$ cat config.mk
export PLATFORM = sky130hd
export DESIGN_NAME = sba_ctrl
export DESIGN_NICKNAME = d
export VERILOG_FILES = /design/src/design/sba_pkg.sv /design/src/design/sba_ctrl.sv
export SDC_FILE = /design/constraint.sdc
export NUM_CORES = 1
export LEC_CHECK = 0
export BUFFER_PORTS_ARGS = -buffer_cell sky130_fd_sc_hd__buf_4
export CORE_AREA = 2 2 39 41
export CTS_CLUSTER_DIAMETER = 50
export DETAILED_ROUTE_END_ITERATION = 6
export DIE_AREA = 0 0 41 43
export GPL_TIMING_DRIVEN = 1
export PLACE_DENSITY = 0.51
export SKIP_CTS_REPAIR_TIMING = 1
export SLEW_MARGIN = 20
export SYNTH_ARGS = -nofsm -noshare
export SYNTH_HDL_FRONTEND = slang
export SYNTH_SLANG_ARGS = --single-unit
$ cat constraint.sdc
create_clock -name clk_i -period 2.1 [get_ports clk_i]
set_input_delay 0.21 -clock clk_i [delete_from_list [all_inputs] [get_ports clk_i]]
set_output_delay 0.21 -clock clk_i [all_outputs]
set_load 0.05 [all_outputs]
$ cat src/design/sba_pkg.sv
// ----------------------------------------------------------------------------
// sba_pkg
// Shared codes, widths, command/status structs and the order share table of
// the segregated block allocator.
// ----------------------------------------------------------------------------
package sba_pkg;

  // Fixed geometry
  localparam int NUM_ORDERS = 6;
  localparam int ORDER_W    = 3;
  localparam int ACTION_W   = 2;
  localparam int STATUS_W   = 2;
  localparam int IN_FRAME_W = 20;
  localparam int TOTAL_W    = 11;
  localparam int BASE_W     = 20;
  localparam int CFG_DATA_W = 20;
  localparam int CFG_IDX_W  = 1;
  localparam int PCT_W      = 7;
  localparam int DIVISOR    = 100;

  typedef enum logic [ACTION_W-1:0] {
    ACT_INIT  = 2'd0,
    ACT_ALLOC = 2'd1,
    ACT_FREE  = 2'd2
  } action_e;

  typedef enum logic [STATUS_W-1:0] {
    STAT_OK        = 2'd0,
    STAT_BAD_ORDER = 2'd1,
    STAT_NONE      = 2'd2
  } status_e;

  typedef enum logic [CFG_IDX_W-1:0] {
    REG_TOTAL_PAGES = 1'b0,
    REG_BASE_FRAME  = 1'b1
  } cfg_reg_e;

  // Controller to datapath
  typedef struct packed {
    logic accept;
    logic init_setup;
    logic exec;
    logic init_mul;
    logic init_rcp;
    logic init_cor;
    logic init_fill;
    logic next_order;
    logic init_done;
  } sba_cmd_t;

  // Datapath to controller
  typedef struct packed {
    logic req_is_init;
    logic fill_done;
    logic last_order;
    logic out_busy;
  } sba_sts_t;

  // Percentage of the page count given to each order
  function automatic logic [PCT_W-1:0] share_pct(input logic [ORDER_W-1:0] k);
    logic [PCT_W-1:0] p;
    case (k)
      3'd0:    p = 7'd60;
      3'd1:    p = 7'd20;
      3'd2:    p = 7'd10;
      3'd3:    p = 7'd5;
      3'd4:    p = 7'd3;
      3'd5:    p = 7'd2;
      default: p = '0;
    endcase
    return p;
  endfunction

endpackage

$ cat src/design/sba_ctrl.sv
// ----------------------------------------------------------------------------
// sba_ctrl
// Sequencer of the allocator: takes one request at a time, runs the execute
// state for allocate/free and the per-order carving walk for init.
// ----------------------------------------------------------------------------
module sba_ctrl (
  input  logic              clk_i,
  input  logic              rst_ni,
  input  logic              in_valid_i,
  output logic              in_ready_o,
  input  sba_pkg::sba_sts_t sts_i,
  output sba_pkg::sba_cmd_t cmd_o
);
  import sba_pkg::*;

  typedef enum logic [2:0] {
    S_IDLE,
    S_EXEC,
    S_MUL,
    S_RCP,
    S_COR,
    S_FILL
  } state_e;

  state_e state_q, state_d;

  // Accept only when idle and the response register is free or draining
  assign in_ready_o = (state_q == S_IDLE) && !sts_i.out_busy;

  // Decode commands and next state
  always_comb begin
    cmd_o   = '0;
    state_d = state_q;
    unique case (state_q)
      S_IDLE: begin
        if (in_valid_i && in_ready_o) begin
          cmd_o.accept = 1'b1;
          if (sts_i.req_is_init) begin
            cmd_o.init_setup = 1'b1;
            state_d          = S_MUL;
          end else begin
            state_d = S_EXEC;
          end
        end
      end
      S_EXEC: begin
        cmd_o.exec = 1'b1;
        state_d    = S_IDLE;
      end
      S_MUL: begin
        cmd_o.init_mul = 1'b1;
        state_d        = S_RCP;
      end
      S_RCP: begin
        cmd_o.init_rcp = 1'b1;
        state_d        = S_COR;
      end
      S_COR: begin
        cmd_o.init_cor = 1'b1;
        state_d        = S_FILL;
      end
      S_FILL: begin
        if (!sts_i.fill_done) begin
          cmd_o.init_fill = 1'b1;
        end else if (sts_i.last_order) begin
          cmd_o.init_done = 1'b1;
          state_d         = S_IDLE;
        end else begin
          cmd_o.next_order = 1'b1;
          state_d          = S_MUL;
        end
      end
      default: state_d = S_IDLE;
    endcase
  end

  // Hold state
  always_ff @(posedge clk_i or negedge rst_ni) begin
    if (!rst_ni) begin
      state_q <= S_IDLE;
    end else begin
      state_q <= state_d;
    end
  end

endmodule

==> impl_metrics.toml <==
[final_layout]
drive_gt1_share_pct = 46.81
regArea_um2 = 75.07
multi_input_comb_area_um2 = 153.9
top_regs = "state_q x3"
nNetsFinal = 55
largest_register_ffs = 3
final_core_util_pct = 29.57
regMostFlops = "state_q"
area_delta_synth_final_pct = 73.94
fillCellCount = 162
antenna_cells = 0

[drt]
drt.antenna.violating_nets = 0
routed_via_density = 4.222
firstDrtPassIters = 1
drcViolationCount = 0
wl_um = 606
num_vias = 266
wl_per_cell_um = 9.619
initialDrtViolationCount = 0

[grt]
grt_max_degree = 13
grt_pass1_wl_um = 897
gr-total-overflow = 0
grt_pass1_vias = 231
grt_usage_pct = 7.948
antenna_found_initial = 0

[timing]
fin_tns_setup_ps = 0
setup_ws_ps = 241.3
worstMarginPinSlew_ps = 386.7
max_slew_margin_pct = 74.22
hold_viol_final = 0
skew_ps = 0.6532
fin_crit_sh_pct = 88.51
finalSetupViolCount = 0
fmax_mhz = 538.0
rsz0062_at_grt = "false"
final-max-slew-violation-count = 0
min_period_ps = 1859

[power_and_ir_drop]
ir_worst_vdd_v = 0.0003726
power.density_nw_per_um2 = 1267
intPower_uw = 252.1
finalPower_uw = 518.4
pwr-share-seq_pct = 27.1
swShare_pct = 51.36
power.net_switching_uw = 266.3
p_clk_share_pct = 19.7
pwr-share-comb_pct = 53.2
p_leak_nw = 0.1923

[clocking]
cts-root-buf = "clkbuf_4"
cts.clk_slew.worst_paths_ps = 40
htree_levels = 1
cts_buffer_depth = 2
cts_sinks = 3
clkLatencyLatePin_ps = 230
cts_tree = "built"
cts_buffers = 3

[logic_synthesis]
synth_cell_types = 16
synth_cells = 29
ys.warnings.count = 0
yosys_register_bits = 3
synthTopCellsByArea = "dfrtp_1 (32%), nor3b_1 (16%), buf_2 (6.4%)"
ys_seq_area_share_pct = 31.91
syn_nets = 36
synth_top_cell_by_area = "dfrtp_1"
synth.top_cell.area_share_pct = 31.91
syn_area_um2 = 235.2
avgSynthCellArea_um2 = 8.111

[floorplanning]
start_util_pct = 17.00
die-area_um2 = 1763
core_region_area_um2 = 1384
rows = 14
fp.dieH_um = 43
die_w_um = 41
io_pins = 17

[setup_path]
critPathKind = "register to output pin"
cp_max_fo = 12
cp_data_arrival_time_ps = 1650
critPathLaunchType = "register"
cp_data_required_time_ps = 1890
end_kind = "output pin"

[placed_design]
dp_hpwl_um = 457
place.gp.congestion = 0.6916
dp_slack_ps = 482.0
io_buffers = 16

[worst_hold_path]
worst_hold_path_type = "input port to register"

[status]
outcome = "finished clean"

[flow_run]
drv_cap = 0
synth_stat cells:
cell type and n:
nor4_1 1, nand4b_1 1, nor2_1 4, o31a_1 1
nand2_1 3, nor3_2 1, or3b_4 1, a22oi_1 1
or3_1 1, o22ai_1 1, buf_2 3, and2_1 1
inv_1 1, nand2b_1 1, nor3b_1 5, dfrtp_1 3
critical path, stage by stage, from the launching register on:
cell and delay [ps]:
dfrtp_1 490, or3b_4 470, nor3_4 120, and2_1 140, buf_4 190
cells by family after synthesis:
group / count (synthesis) / share of synthesized area [%]
AND/OR/NAND/NOR: 19 / 50.54
buffers and inverters: 4 / 7.975
flip-flops: 3 / 31.91
AO/OA/AOI/OAI: 3 / 9.578
worst paths after layout:
path                                        start                endpoint  slack, ps  cells past startpoint
hold reg to reg            state_q[2]$_DFFE_PN0P_  state_q[2]$_DFFE_PN0P_        710                      2
max in group asynchronous                  rst_ni  state_q[2]$_DFFE_PN0P_       1710                      2
setup / recovery           state_q[2]$_DFFE_PN0P_                cmd_o[7]        240                      4
setup reg to reg           state_q[2]$_DFFE_PN0P_  state_q[1]$_DFFE_PN0P_        760                      3
min in group asynchronous                  rst_ni  state_q[1]$_DFFE_PN0P_        300                      2
hold / removal                           sts_i[2]  state_q[2]$_DFFE_PN0P_        280                      4
through the flow:
step	instance area, um^2	hold WS [ps]	std cells
finish	409.1	281.1	63
CTS	399.1	-253.4	62
global placement	372.9	1.700	58
floorplan	247.7	-85.59	29
global route	409.1	282.1	63
detailed placement	372.9	1.788	58
cell usage in the layout (no fill, tap or decap):
| master | count |
|---|---|
| a22oi_1 | 1 |
| and2_1 | 1 |
| buf_4 | 16 |
| clkbuf_1 | 1 |
| clkbuf_4 | 3 |
| dfrtp_1 | 3 |
| dlygate4sd3_1 | 1 |
| inv_1 | 1 |
| nand2_1 | 3 |
| nand2b_1 | 1 |
| nand4b_1 | 1 |
| nor2_1 | 4 |
| nor3_4 | 1 |
| nor3b_1 | 5 |
| nor4_2 | 1 |
| o22ai_1 | 1 |
| o31a_1 | 1 |
| or3_1 | 1 |
| or3b_4 | 1 |
layer usage:
layer  track usage [%]  share of wire, %  wire (um)
met1             10.03                43        262
met2             10.31                41        251
met3             6.283                15         93
met4             2.000                 0          0
met5                 0                 0          0
layout make-up:
| cell class | instances | area share (%) |
|---|---|---|
| clock buffer | 4 | 6.422 |
| inverter | 1 | 0.9174 |
| multi-input combinational | 22 | 37.61 |
| sequential | 3 | 18.35 |
| tap | 16 | 4.893 |
| timing repair buffer | 17 | 31.80 |
power groups by stage:
stage          combinational [mW]  sequential (mW)  clock, mW
2_1_floorplan               0.262           0.0850          0
3_5_place_dp                0.278            0.144          0
3_3_place_gp                0.278            0.141          0
5_1_grt                     0.292            0.151      0.117
4_1_cts                     0.278            0.143      0.109
6_report                    0.276            0.141      0.102
(Power assumes the default switching activity.)
